--- src/rtl/core/plb_pkg.sv ---
package plb_pkg;

	localparam int WIN_W  = 4;
	localparam int STR_W  = 3;
	localparam int COL_W  = 9;
	localparam int ROW_W  = 8;
	localparam int SLOT_W = 3;
	localparam int IDX_W  = 3;
	localparam int DAT_W  = 9;
	localparam int QDEPTH = 4;

	typedef enum logic [IDX_W-1:0] {
		REG_POOL_MODE     = 3'd0,
		REG_WINDOW_SIZE   = 3'd1,
		REG_STRIDE        = 3'd2,
		REG_PLANE_COLUMNS = 3'd3,
		REG_PLANE_ROWS    = 3'd4
	} reg_idx_t;

	typedef struct packed {
		logic             max_mode;
		logic [WIN_W-1:0] win;
	} pool_cfg_t;

	typedef struct packed {
		logic [SLOT_W-1:0] slot;
		logic [ROW_W-1:0]  row0;
		logic [COL_W-1:0]  col0;
		logic              last;
	} job_t;

endpackage

--- src/rtl/core/plb_queue.sv ---
module plb_queue import plb_pkg::*; (
	input  logic clk,
	input  logic arst_n,
	input  logic push,
	input  job_t push_job,
	input  logic pop,
	output job_t pop_job,
	output logic full,
	output logic empty
);

	localparam int PW = $clog2(QDEPTH);

	job_t          ent_q [QDEPTH];
	logic [PW-1:0] wp_q, rp_q;
	logic [PW:0]   cnt_q;

	assign full    = (cnt_q == (PW+1)'(QDEPTH));
	assign empty   = (cnt_q == '0);
	assign pop_job = ent_q[rp_q];

	always_ff @(posedge clk) begin
		if (push)
			ent_q[wp_q] <= push_job;
	end

	always_ff @(posedge clk or negedge arst_n) begin
		if (!arst_n) begin
			wp_q  <= '0;
			rp_q  <= '0;
			cnt_q <= '0;
		end else begin
			if (push)
				wp_q <= wp_q + 1'b1;
			if (pop)
				rp_q <= rp_q + 1'b1;
			case ({push, pop})
				2'b10:   cnt_q <= cnt_q + 1'b1;
				2'b01:   cnt_q <= cnt_q - 1'b1;
				default: cnt_q <= cnt_q;
			endcase
		end
	end

endmodule

--- config.mk ---
export PLATFORM = sky130hd
export DESIGN_NAME = plb_queue
export DESIGN_NICKNAME = d
export VERILOG_FILES = /design/src/rtl/core/plb_pkg.sv /design/src/rtl/core/plb_queue.sv
export SDC_FILE = /design/constraint.sdc
export NUM_CORES = 1
export LEC_CHECK = 0
export ABC_AREA = 0
export BUFFER_PORTS_ARGS = -buffer_cell sky130_fd_sc_hd__clkbuf_2
export CAP_MARGIN = 15
export CORE_MARGIN = 2
export CORE_UTILIZATION = 56
export CTS_CLUSTER_SIZE = 24
export DETAILED_ROUTE_END_ITERATION = 16
export PLACE_DENSITY = 0.78
export SLEW_MARGIN = 20
export SYNTH_ARGS = -nofsm -noshare
export SYNTH_HDL_FRONTEND = slang
export SYNTH_SLANG_ARGS = --single-unit
export TNS_END_PERCENT = 100
--- constraint.sdc ---
create_clock -name clk -period 1.7 [get_ports clk]
set_input_delay 0.085 -clock clk [delete_from_list [all_inputs] [get_ports clk]]
set_output_delay 0.085 -clock clk [all_outputs]
set_load 0.005 [all_outputs]
### Word level (Yosys, flattened, before mapping)

Memories as Yosys holds them, arrays and structs flattened.
Cells that the tools add are included.

| word-level totals | value |
|---|---|
| word-level logic and storage cells | 16 |
| memory bits (writable) | 84 |
| memories | 1 |
| bits of input ports | 25 |
| register bits | 7 |

Memory list:

| name | depth | width | rd ports | clocked after memory_dff | write ports | RTL line | text |
|---|---|---|---|---|---|---|---|
| ent_q | 4 | 21 | 1 | 0 | 1 | plb_queue.sv:14 | `job_t ent_q [QDEPTH];` |

| operators by class | value |
|---|---|
| add/sub/neg operators | 4 |
| multiplexer cells | 3 |
| eq/ne operators | 3 |
| reductions and logical operators | 2 |

Operators with widths:

| kind | number |
|---|---|
| $pmux 3 s2 | 1 |
| $add 2x1->2 const B | 2 |
| $add 3x1->3 const B | 1 |
| $eq 3x3->1 const B | 1 |
| $logic_not 3->1 | 1 |
| $sub 3x1->3 const B | 1 |
| $eq 2x1->1 const B | 1 |
| $eq 2x2->1 const B | 1 |
| $mux 1 | 2 |
| $reduce_bool 2->1 | 1 |

### Longest topological paths before layout

| depth | value |
|---|---|
| depth after elaboration | 2 |
| depth in mapped cells | 7 |
| depth with buffers taken out | 7 |

### Worst setup path after synthesis

Ideal clock, no wire load.

| timing path | value |
|---|---|
| kind | reg-to-reg |
| from | reg wp_q[0] |
| to | mem ent_q[2][0] (netlist bit), enable pin |
| buffers on the path | 0 |
| data arrival time | 1.158 ns |
| setup time | 0.379 ns |
| clock period less this slack | 1.538 ns |
| setup slack | 0.162 ns |
| cell stages (with the launch flop) | 4 |
| cells stage by stage | dfrtp_1 inv_1 ha_1 and2_1 |

RTL lines:

| element | RTL line | text |
|---|---|---|
| start: declaration | plb_queue.sv:15 | `logic [PW-1:0] wp_q, rp_q;` |
| start signal: assignment | plb_queue.sv:34 | `wp_q <= wp_q + 1'b1;` |
| end: declaration | plb_queue.sv:14 |  |

No word-level cell before the write port.

==> run summary <==
Synth Area in Adders -> 2.384%
Worst R2R Setup Slack -> 0.25 ns
Slew @ Worst Pin -> 0.2714 ns
Power Dens Cells -> 1568 mW/mm²
status -> complete, no violations
GPL Wtd Cong -> 0.6390
Tmin final -> 1.688 ns
Antenna Violating Nets Remaining -> 0
Layout Nets -> 266
syn nets -> 177
synth unique cells -> 19
# clock sinks -> 91
max-cap check violation count -> 0
Final Hold Fails -> 0
hpwl dp -> 3706 µm
Synth Area in Compound Gates -> 0.1445%
r2r worst-path depth -> 5
largest family of logic cells by synthesized area -> multiplexers
#FFs+latches synth -> 91
footprint of the multi-input gates -> 673.1 µm²
Worst Setup End Kind -> output pin
Layout area overhead -> 24.39%
CTS Root Cell -> clkbuf_8
layout cells sized above 1 -> 40.83%
Slew Limit Fails -> 0
CTS buffer count -> 9
Slew HR -> 81.91%
Die Area -> 0.006829 mm²
RSZ-0062 raised after global routing -> yes
CP required -> 1.62 ns
Register Area -> 0.002699 mm²
Worst R2R Start -> cnt_q[0]$_DFFE_PN0P_
drt pass-1 iters -> 4
Final Core Density -> 72.33%
Clk Latency, worst-skew pair -> 0.36 ns
Crit Path Max Fanout -> 11
post-synthesis mux area share -> 14.27%
total power -> 6.754 mW
Remaining Overflow, GRT -> 0
Synth Area in XOR/XNOR -> 1.517%
IO buf count -> 47
Synth Cell Area -> 0.003463 mm²
row count -> 28
vias in the first global route -> 1,819
placed cells -> 276
DRC violations left -> 0
non-filler instance count after layout -> 315
Worst-path clk slew -> 0.10 ns
Setup Skew -> 0.01417 ns
CTS tree -> done
most frequent cells in the layout -> edfxtp_1 (84), clkbuf_2 (46), dlygate4sd3_1 (23)
gate count after technology mapping -> 146
startpoint types -> flip-flop
Worst Hold Class -> primary input to async pin
# fillers -> 369
Leakage -> 1.603 nW
largest net degree at the start of global routing -> 17
commonest non-fill, non-tap cell in the layout -> edfxtp_1
initial antenna violation count -> 0
number of setup violations in the final report -> 0
Via density -> 5.340
post-synthesis simple-gate area fraction -> 1.373%
Yosys warning count -> 0
core area -> 0.005956 mm²
H-tree levels -> 3
Die X -> 82.64 µm
Max clock buf depth -> 2
Total GRT Usage -> 19.41%
Max Fclk -> 592.4 MHz
VDD IR max -> 0.8810 mV
Seq/Total Area, Yosys -> 77.89%
WL per Instance -> 18.64 µm
n_diodes -> 0
starting density of the core -> 58.15%
via count -> 1,682
global-route wire length before repair -> 9018 µm
final period utilization -> 99.29%
worst endpoint data arrival time -> 1.60 ns
I/O pin count -> 48
routed wire length -> 5872 µm
Synth Area per Inst -> 23.72 µm²
post-CTS setup buffers -> 0
Worst Setup Path Type -> flip-flop to output pin
DIE HEIGHT -> 82.64 µm
Reg2Reg Capture Point -> cnt_q[2]$_DFFE_PN0P_
starting DRC count in detailed routing -> 130
launch point of the worst path -> rp_q[0]$_DFFE_PN0P_
## registers in the layout (all words and copies together), names as in the netlist
name   cells
cnt_q      3
rp_q       2
wp_q       2
ent_q     84
## synthesized netlist by cell type
library cell / n / area, µm²
dfrtp_1: 7 / 175.2
mux4_1: 3 / 78.83
o21ai_0: 1 / 5.000
and3_1: 1 / 6.260
buf_2: 2 / 10.01
mux4_2: 18 / 405.4
nor3_1: 1 / 5.000
buf_6: 1 / 11.26
mux2i_1: 1 / 10.01
and2_1: 4 / 25.02
edfxtp_1: 84 / 2522
buf_12: 2 / 40.04
fa_1: 1 / 20.02
xor2_1: 4 / 35.03
nor2_1: 1 / 3.750
inv_1: 6 / 22.52
ha_1: 5 / 62.56
nand2_1: 2 / 7.510
xnor2_1: 2 / 17.52
## how the worst max path moves through the flow
stage | to | slack, ns | depth (start not counted)
CTS | pop_job[19] | -0.06 | 3
detailed placement | cnt_q[2]$_DFFE_PN0P_ | 0.23 | 8
global route | pop_job[9] | -0.07 | 3
finish | pop_job[9] | 0.01 | 3
global placement | pop_job[19] | 0.30 | 3
floorplan | ent_q[2][0]$_DFFE_PP_ | 0.16 | 3
## through the flow
| stage | hold WS [ns] | cell area [µm²] | worst slack, ns | TNS (ns) |
|---|---|---|---|---|
| 4_1_cts | 0.09847 | 4302 | -0.05801 | -0.4448 |
| 5_1_grt | 0.1026 | 4308 | -0.06622 | -0.7688 |
| 3_3_place_gp | -0.06873 | 3841 | 0.3012 | 0 |
| 3_5_place_dp | -0.05445 | 3841 | 0.2324 | 0 |
| 6_report | 0.1005 | 4308 | 0.01206 | 0 |
| 2_1_floorplan | -0.2106 | 3463 | 0.1623 | 0 |
## worst max-delay path: stages (launching register included)
cell      delay (ns)
dfrtp_2         0.43
buf_12          0.17
mux4_2          0.52
clkbuf_2        0.13
## logic make-up (layout without fill, tap and decap cells)
logic type	after synthesis	after routing
fa+ha+maj	6	6
buf+inv	11	105
mux	22	22
simple gates	9	9
compound gates	1	1
xor+xnor	6	6
flops	91	91
## report_power, final
part / internal (mW) / switching [mW]
registers: 2.95 / 0.165
clock network: 0.838 / 0.751
logic: 1.10 / 0.948
## timing repair
action,in CTS,in global routing
pin swaps,0,1
endpoints found under the setup margin,13,22
endpoints found under the hold margin,93,0
hold buffers,24,0
gates resized for setup,5,4
## per-layer routing
metal	global-route usage (%)	up-vias	share of wire [%]
li1	-	769	-
met1	22.51	861	41
met2	33.23	40	53
met3	5.978	12	4.0
met4	8.852	0	1.9
met5	0	-	0
## final cells by class
| class | instances | share of cell area [%] |
|---|---|---|
| clock buffers | 9 | 2.875 |
| clock inverters | 7 | 2.324 |
| inverters | 6 | 0.5228 |
| multi-input cells | 44 | 15.63 |
| flip-flops and latches | 91 | 62.65 |
| well taps | 75 | 2.178 |
| repair buffers | 83 | 13.83 |
(Power assumes the default switching activity.)
