==> config.mk <==
export PLATFORM = sky130hd
export DESIGN_NAME = plb_front
export DESIGN_NICKNAME = d
export VERILOG_FILES = /design/src/rtl/core/plb_pkg.sv /design/src/rtl/core/plb_front.sv
export SDC_FILE = /design/constraint.sdc
export NUM_CORES = 1
export LEC_CHECK = 0
export ABC_AREA = 0
export BUFFER_PORTS_ARGS = -buffer_cell sky130_fd_sc_hd__buf_4
export CAP_MARGIN = 20
export CORE_ASPECT_RATIO = 0.6
export CORE_MARGIN = 4
export CORE_UTILIZATION = 28
export DETAILED_ROUTE_END_ITERATION = 8
export GPL_ROUTABILITY_DRIVEN = 0
export GPL_TIMING_DRIVEN = 0
export MAX_ROUTING_LAYER = met4
export PLACE_DENSITY = 0.52
export SETUP_SLACK_MARGIN = 0.5
export SYNTH_ARGS = -nofsm -noshare
export SYNTH_HDL_FRONTEND = slang
export SYNTH_SLANG_ARGS = --single-unit
==> constraint.sdc <==
create_clock -name clk -period 3.94 [get_ports clk]
set_input_delay 0 -clock clk [delete_from_list [all_inputs] [get_ports clk]]
set_output_delay 0 -clock clk [all_outputs]
set_load 0.03 [all_outputs]
==> src/rtl/core/plb_pkg.sv <==
package plb_pkg;

	localparam int WIN_W  = 4;
	localparam int STR_W  = 3;
	localparam int COL_W  = 9;
	localparam int ROW_W  = 8;
	localparam int SLOT_W = 3;
	localparam int IDX_W  = 3;
	localparam int DAT_W  = 9;
	localparam int QDEPTH = 4;

	typedef enum logic [IDX_W-1:0] {
		REG_POOL_MODE     = 3'd0,
		REG_WINDOW_SIZE   = 3'd1,
		REG_STRIDE        = 3'd2,
		REG_PLANE_COLUMNS = 3'd3,
		REG_PLANE_ROWS    = 3'd4
	} reg_idx_t;

	typedef struct packed {
		logic             max_mode;
		logic [WIN_W-1:0] win;
	} pool_cfg_t;

	typedef struct packed {
		logic [SLOT_W-1:0] slot;
		logic [ROW_W-1:0]  row0;
		logic [COL_W-1:0]  col0;
		logic              last;
	} job_t;

endpackage

==> src/rtl/core/plb_front.sv <==
module plb_front import plb_pkg::*; #(
	parameter int MAX_COLUMNS = 256,
	parameter int MAX_WINDOW  = 4,
	parameter int SAMPLE_BITS = 16
) (
	input  logic                   clk,
	input  logic                   arst_n,
	input  logic                   cfg_valid,
	output logic                   cfg_ready,
	input  logic [IDX_W-1:0]       cfg_index,
	input  logic [DAT_W-1:0]       cfg_data,
	input  logic                   in_valid,
	output logic                   in_stall,
	input  logic [SAMPLE_BITS-1:0] sample,
	input  logic                   q_full,
	input  logic                   back_idle,
	output logic                   q_push,
	output job_t                   q_job,
	output logic                   wr_en,
	output logic [SLOT_W-1:0]      wr_slot,
	output logic [COL_W-1:0]       wr_col,
	output logic [SAMPLE_BITS-1:0] wr_data,
	output pool_cfg_t              cfg
);

	logic             mode_q;
	logic [2:0]       win_q;
	logic [STR_W-1:0] str_q;
	logic [8:0]       pcols_q;
	logic [8:0]       prows_q;

	logic [ROW_W-1:0]  r_q;
	logic [COL_W-1:0]  c_q;
	logic [SLOT_W-1:0] slot_q;
	logic [8:0]        nrs_q;
	logic [9:0]        ncs_q;

	logic [WIN_W-1:0] w_eff;
	logic [STR_W-1:0] s_eff;
	logic [9:0]       cols_eff;
	logic [9:0]       rows_eff;
	logic [9:0]       rp1, cp1;
	logic             row_ok, col_ok, acc, cfg_hit;

	always_comb begin
		if (win_q == 3'd0)
			w_eff = WIN_W'(1);
		else if (32'(win_q) > MAX_WINDOW)
			w_eff = WIN_W'(MAX_WINDOW);
		else
			w_eff = WIN_W'(win_q);
		s_eff = (str_q == '0) ? STR_W'(1) : str_q;
		if (pcols_q == 9'd0)
			cols_eff = 10'd1;
		else if (32'(pcols_q) > MAX_COLUMNS)
			cols_eff = 10'(MAX_COLUMNS);
		else
			cols_eff = {1'b0, pcols_q};
		if (prows_q == 9'd0)
			rows_eff = 10'd1;
		else if (prows_q > 9'd256)
			rows_eff = 10'd256;
		else
			rows_eff = {1'b0, prows_q};
	end

	assign rp1    = 10'(r_q) + 10'd1;
	assign cp1    = 10'(c_q) + 10'd1;
	assign row_ok = (rp1 >= 10'(w_eff)) && ((rp1 - 10'(w_eff)) == 10'(nrs_q));
	assign col_ok = (cp1 >= 10'(w_eff)) && ((cp1 - 10'(w_eff)) == ncs_q);

	// a new row may overwrite slots still being scanned
	assign in_stall = q_full || ((c_q == '0) && !back_idle);
	assign acc      = in_valid && !in_stall;

	assign wr_en   = acc;
	assign wr_slot = slot_q;
	assign wr_col  = c_q;
	assign wr_data = sample;

	assign q_push     = acc && row_ok && col_ok;
	assign q_job.slot = slot_q;
	assign q_job.row0 = ROW_W'(rp1 - 10'(w_eff));
	assign q_job.col0 = COL_W'(cp1 - 10'(w_eff));
	assign q_job.last = ((11'(cp1) + 11'(s_eff)) > 11'(cols_eff)) &&
	                    ((11'(rp1) + 11'(s_eff)) > 11'(rows_eff));

	assign cfg_ready    = 1'b1;
	assign cfg.max_mode = mode_q;
	assign cfg.win      = w_eff;

	always_comb begin
		case (cfg_index)
			REG_POOL_MODE, REG_WINDOW_SIZE, REG_STRIDE,
			REG_PLANE_COLUMNS, REG_PLANE_ROWS: cfg_hit = cfg_valid;
			default:                           cfg_hit = 1'b0;
		endcase
	end

	always_ff @(posedge clk or negedge arst_n) begin
		if (!arst_n) begin
			mode_q  <= 1'b1;
			win_q   <= 3'd2;
			str_q   <= 3'd2;
			pcols_q <= 9'd256;
			prows_q <= 9'd256;
			r_q     <= '0;
			c_q     <= '0;
			slot_q  <= '0;
			nrs_q   <= '0;
			ncs_q   <= '0;
		end else if (cfg_hit) begin
			case (cfg_index)
				REG_POOL_MODE:     mode_q  <= cfg_data[0];
				REG_WINDOW_SIZE:   win_q   <= cfg_data[2:0];
				REG_STRIDE:        str_q   <= cfg_data[STR_W-1:0];
				REG_PLANE_COLUMNS: pcols_q <= cfg_data;
				REG_PLANE_ROWS:    prows_q <= cfg_data;
				default:           mode_q  <= mode_q;
			endcase
			r_q    <= '0;
			c_q    <= '0;
			slot_q <= '0;
			nrs_q  <= '0;
			ncs_q  <= '0;
		end else if (acc) begin
			if (cp1 == cols_eff) begin
				c_q   <= '0;
				ncs_q <= '0;
				if (rp1 == rows_eff) begin
					r_q    <= '0;
					slot_q <= '0;
					nrs_q  <= '0;
				end else begin
					r_q    <= ROW_W'(rp1);
					slot_q <= (32'(slot_q) == MAX_WINDOW - 1) ? '0 : slot_q + 1'b1;
					if (row_ok)
						nrs_q <= nrs_q + 9'(s_eff);
				end
			end else begin
				c_q <= COL_W'(cp1);
				if (col_ok)
					ncs_q <= ncs_q + 10'(s_eff);
			end
		end
	end

endmodule

[Word-level counts from Yosys, hierarchy flattened]
Index checks and enable logic that the tools add are counted.
Cells by class
  $add $sub $neg: 9
  multipliers: 0
  divide/modulo/power cells: 0
  order comparisons: 7
  equality and inequality tests: 9
  shift operators: 0
  muxes and demuxes: 29
  bitwise gates (word level): 0
  reduce and logical (&&, ||, !) cells: 29
Operators with widths (number)
  $mux 9: 12
  $mux 10: 4
  $mux 8: 4
  $logic_not 9->1: 3
  $mux 3: 7
  $eq 10x10->1: 2
  $gt 9x9->1 const B: 2
  $reduce_and 2->1: 7
  $add 10x3->11: 1
  $gt 11x10->1: 1
  $add 10x3->10: 1
  $add 9x1->10 const B: 1
  $add 9x3->10: 1
  $eq 10x9->1: 1
  $eq 9x10->1: 1
  $ge 10x4->1: 1
  $gt 10x10->1: 1
  $sub 10x4->10: 1
  $sub 9x4->10: 1
  $add 8x1->9 const B: 1
  $add 9x3->9: 1
  $eq 3x2->1 const B: 3
  $ge 9x4->1: 1
  $logic_not 3->1: 3
  other kinds (13): 22
Storage, ports and cells
  bits in registers: 64
  bits in latches: 0
  RAM bits: 0
  bits in read-only memories: 0
  input port bits: 34
  memories: 0

[Depth between registers and ports, before layout]
  word-level depth: 11
  mapped depth: 16
  mapped depth without buffers: 16

[Least setup slack after synthesis]
No wires, ideal clock.
  path type: register to register
  start: reg c_q[0], in the netlist wr_col[0]
  end: reg ncs_q[4]
  setup time: 0.078 ns
  data arrival time: 3.922 ns
  path slack: -0.060 ns
  cell stages (with the launch flop): 14
  path buffers: 1
  period minus slack after synthesis: 4.000 ns
  path through: dfrtp_1 -> inv_1 -> ha_1 -> inv_1 -> fa_1 -> xnor2_1 -> xnor2_1 -> nand3_1 -> a41o_1 -> nor4_1 -> nand4_1 -> buf_2 -> or4_1 -> a21oi_1
RTL lines
  start: declaration: line plb_front.sv:33  | logic [COL_W-1:0] c_q;
  start signal: assignment: line plb_front.sv:141  | c_q <= COL_W'(cp1);
  end signal: assignment: line plb_front.sv:143  | ncs_q <= ncs_q + 10'(s_eff);
  end: declaration: line plb_front.sv:36  | logic [9:0] ncs_q;

[Final worst setup path]
  start: reg c_q[0], in the netlist wr_col[0]
  end: reg ncs_q[3]
On the way
  word-level cells in the longest chain between the ends: 7
  elaborated cells between the ends (all ways): 17
Ends and longest elaborated chain
  parallel branches: the longest is 7 deep, another holds $add 9x1->10
Parallel ways; which one is timed is not known. The select of a mux whose other input is x is not followed.
A chain may end at the register's enable or synchronous reset.

==> impl_metrics.json <==
{
  "status": "complete, no violations",
  "hold_end": "str_q[1]",
  "die_h_um": 121.2,
  "r2r_setup_slack_ns": 0.32,
  "die_area_um2": 23830,
  "setup-violations-final": 0,
  "drv_slew": 0,
  "syn_avg_cell_area_um2": 8.951,
  "routed_wl_mm": 19.84,
  "yosysWarnings": 0,
  "cts_tree": "yes",
  "hp-start": "cfg_index[0]",
  "cp.required_ns": 4.22,
  "worstPathArrival_ns": 3.90,
  "grt_pass1_wl_mm": 30.03,
  "syn_area_um2": 5979,
  "grt.overflow.total": 0,
  "mostFrequentLayoutCells": "buf_4, dfrtp_1, nand2_1",
  "r2r_end": "ncs_q[3]",
  "routedWlPerCell_um": 18.05,
  "leakage_nw": 3.751,
  "critPathBufInv": 4,
  "synth_cell_types": 78,
  "drive_above_1_share": 0.3744,
  "period_share": 0.9196,
  "initial_utilization": 0.2850,
  "synth-edff-count": 0,
  "hold_viol": 0,
  "drc": 0,
  "synth_fp_nets": 749,
  "fp.coreArea_um2": 20980,
  "finalPower_mw": 5.002,
  "antenna_found_initial": 0,
  "async_flop_share": 1.000,
  "drtIter0Drc": 453,
  "grt_pass1_vias": 5089,
  "p_per_area_nw_per_um2": 589.8,
  "dr.pass1.iters": 5,
  "period_needed_ns": 3.623,
  "placed_area_um2": 6958,
  "final_area_um2": 8482,
  "crit_type": "register to register",
  "ant_nets": 0,
  "synth_flop_cell": "dfrtp_1",
  "cts_buffers": 9,
  "cts.clk_slew.worst_paths_ns": 0.07,
  "worst_pin_slew_ns": 1.136,
  "hpwl_mm": 14.72,
  "syn2layout_area_growth_pct": 41.85,
  "cp_top_family": "simple AND/OR/NAND/NOR gates",
  "cpMostUsedCell": "buf_6",
  "grt_max_degree": 65,
  "dieWidth_um": 196.7,
  "diodes": 0,
  "finalCoreUtilization": 0.4043,
  "relSlewSlack": 0.2323,
  "track_usage": 0.1682,
  "slowest_delay_ns": 0.52,
  "layout_commonest_cell": "buf_4",
  "maxCapViolations": 0,
  "worstReg2RegStart": "wr_col[0]",
  "io-pin-count": 92,
  "fin_worst_skew_ns": 0.01561,
  "cp-end-kind": "register",
  "clock_path_buffers": 2,
  "cpMaxStageDelayCell": "or4b_4",
  "path_cells": "buf_6 > ha_4 > buf_6 > xor2_4 > buf_6 > ha_4 > a21oi_2 > o21ai_2 > or2_1 > or4b_4 > o311ai_2 > nand4_1 > buf_4 > or4_4 > a21oi_2",
  "fill_cells": 2075,
  "clkSinkCount": 64,
  "via_per_inst": 5.106,
  "critPathLaunchType": "register",
  "num_rows": 41,
  "ys_seq_area_frac": 0.2689,
  "vdd_drop_max_uv": 306.5,
  "vias": 5611,
  "clk_latency_ns": 0.35,
  "synth_cells": 668,
  "ff2ff_path_depth": 15,
  "portBuffers": 73,
  "worstHoldPathType": "primary input to register",
  "root_buffer": "clkbuf_16",
  "crit_fanout": 4,
  "hold_depth": 4,
  "rsz0062_at_grt": "true",
  "max_clock_freq_ghz": 0.2760,
  "nets": 896,
  "synth_seq_cells": 64,
  "cts_max_level": 3
}
-- cell type report --
| cell class | count | area [um^2] | share of cell area |
|---|---|---|---|
| tap | 279 | 349.1 | 0.04116 |
| clock inverter | 6 | 115.1 | 0.01357 |
| timing repair buffer | 135 | 1099 | 0.1295 |
| clock buffer | 10 | 239.0 | 0.02818 |
| buffer | 48 | 332.8 | 0.03924 |
| sequential | 64 | 1614 | 0.1903 |
| inverter | 36 | 143.9 | 0.01696 |
| multi-input combinational | 521 | 4589 | 0.5411 |
-- worst reg2reg max path, stage by stage, from the launching register on --
cell,delay [ns]
dfrtp_2,0.47
buf_6,0.15
ha_4,0.15
buf_6,0.13
xor2_4,0.21
buf_6,0.13
ha_4,0.19
a21oi_2,0.13
o21ai_2,0.10
or2_1,0.24
or4b_4,0.52
o311ai_2,0.08
nand4_1,0.19
buf_4,0.19
or4_4,0.51
a21oi_2,0.16
-- per-layer routing --
layer | share of wire | GRT usage
met5 | 0 | -
met4 | 0.0072 | 0.03030
met3 | 0.079 | 0.03274
met2 | 0.38 | 0.1964
met1 | 0.54 | 0.2850
-- synthesized netlist by cell type, types with 3 or more instances --
cell type | number | area share
mux2_2 | 21 | 0.040
xor2_1 | 19 | 0.028
o21ai_0 | 39 | 0.033
xor3_1 | 3 | 0.012
nand4_1 | 11 | 0.012
nand3_1 | 15 | 0.013
a211oi_1 | 4 | 0.0050
clkbuf_1 | 16 | 0.010
a31oi_1 | 5 | 0.0052
xnor3_1 | 12 | 0.045
a22oi_1 | 3 | 0.0038
nor2_1 | 44 | 0.028
dfrtp_1 | 59 | 0.25
ha_1 | 41 | 0.086
nor2b_1 | 7 | 0.0073
o31ai_1 | 9 | 0.011
o211ai_1 | 3 | 0.0038
dfstp_2 | 5 | 0.022
and3_1 | 8 | 0.0084
nand2_1 | 55 | 0.035
a21oi_1 | 26 | 0.022
inv_1 | 34 | 0.021
o21a_1 | 12 | 0.015
buf_4 | 24 | 0.030
and4_1 | 3 | 0.0044
xnor2_1 | 37 | 0.054
nor3b_1 | 3 | 0.0038
nor3_1 | 26 | 0.022
a22o_1 | 5 | 0.0073
or3_1 | 10 | 0.010
buf_2 | 7 | 0.0059
a21o_1 | 15 | 0.019
nand2b_1 | 9 | 0.0094
or4_1 | 7 | 0.0088
fa_1 | 6 | 0.020
nor4_1 | 6 | 0.0063
and2_1 | 5 | 0.0052
-- what timing repair did --
item | 4_1_cts | 5_1_grt
endpoints found under the hold margin | 84 | 0
pin swaps | 30 | 34
resized for setup | 61 | 90
hold buffers | 10 | 0
setup buffers | 34 | 16
gates cloned | 0 | 1
endpoints found under the setup margin | 34 | 33
-- worst max path at each step --
stage	startpoint	endpoint	slack, ns	cells past startpoint
after floorplan	wr_col[0]	ncs_q[4]	0.48	13
after global placement	r_q[0]	r_q[7]	-0.41	11
after detailed placement	wr_col[0]	r_q[6]	-0.25	12
after CTS	wr_col[0]	r_q[6]	0.26	14
after global routing	wr_col[0]	ncs_q[3]	0.22	15
final	wr_col[0]	ncs_q[3]	0.32	15
-- registers in the layout, summed over array words and instances (netlist names) --
| register | flops |
|---|---|
| mode_q | 1 |
| r_q | 8 |
| nrs_q | 9 |
| prows_q | 9 |
| pcols_q | 9 |
| wr_slot | 3 |
| wr_col | 9 |
| str_q | 3 |
| win_q | 3 |
| ncs_q | 10 |
-- logic make-up (layout without fill, tap and decap cells) --
logic type                 Yosys count  in the layout  synth area share
buffers and inverters               84            235           0.06947
and+or+nand+nor                    226            227            0.2021
AOI/OAI and AO/OA                  151            151            0.1693
xor gates and xnor gates            72             72            0.1419
adders and majority gates           47             47            0.1059
muxes                               22             22           0.04122
other                                2              2          0.001256
DFF                                 64             64            0.2689
-- report_power, final --
| part | internal [mW] | switching [mW] |
|---|---|---|
| Clock | 0.639 | 0.340 |
| Sequential | 0.760 | 0.103 |
| Combinational | 1.40 | 1.76 |
-- stage by stage --
| stage | instances | TNS (ns) | hold WS, ns | worst slack, ns |
|---|---|---|---|---|
| 2_1_floorplan | 668 | 0 | -0.2956 | 0.4795 |
| 3_3_place_gp | 1020 | -4.981 | 0.1802 | -0.4146 |
| 3_5_place_dp | 1022 | -2.883 | 0.1836 | -0.2534 |
| 4_1_cts | 1082 | 0 | 0.02269 | 0.2643 |
| 5_1_grt | 1099 | 0 | 0.04403 | 0.2154 |
| 6_report | 1099 | 0 | 0.03636 | 0.3169 |
Note: power is estimated with default switching activity, not from simulation.
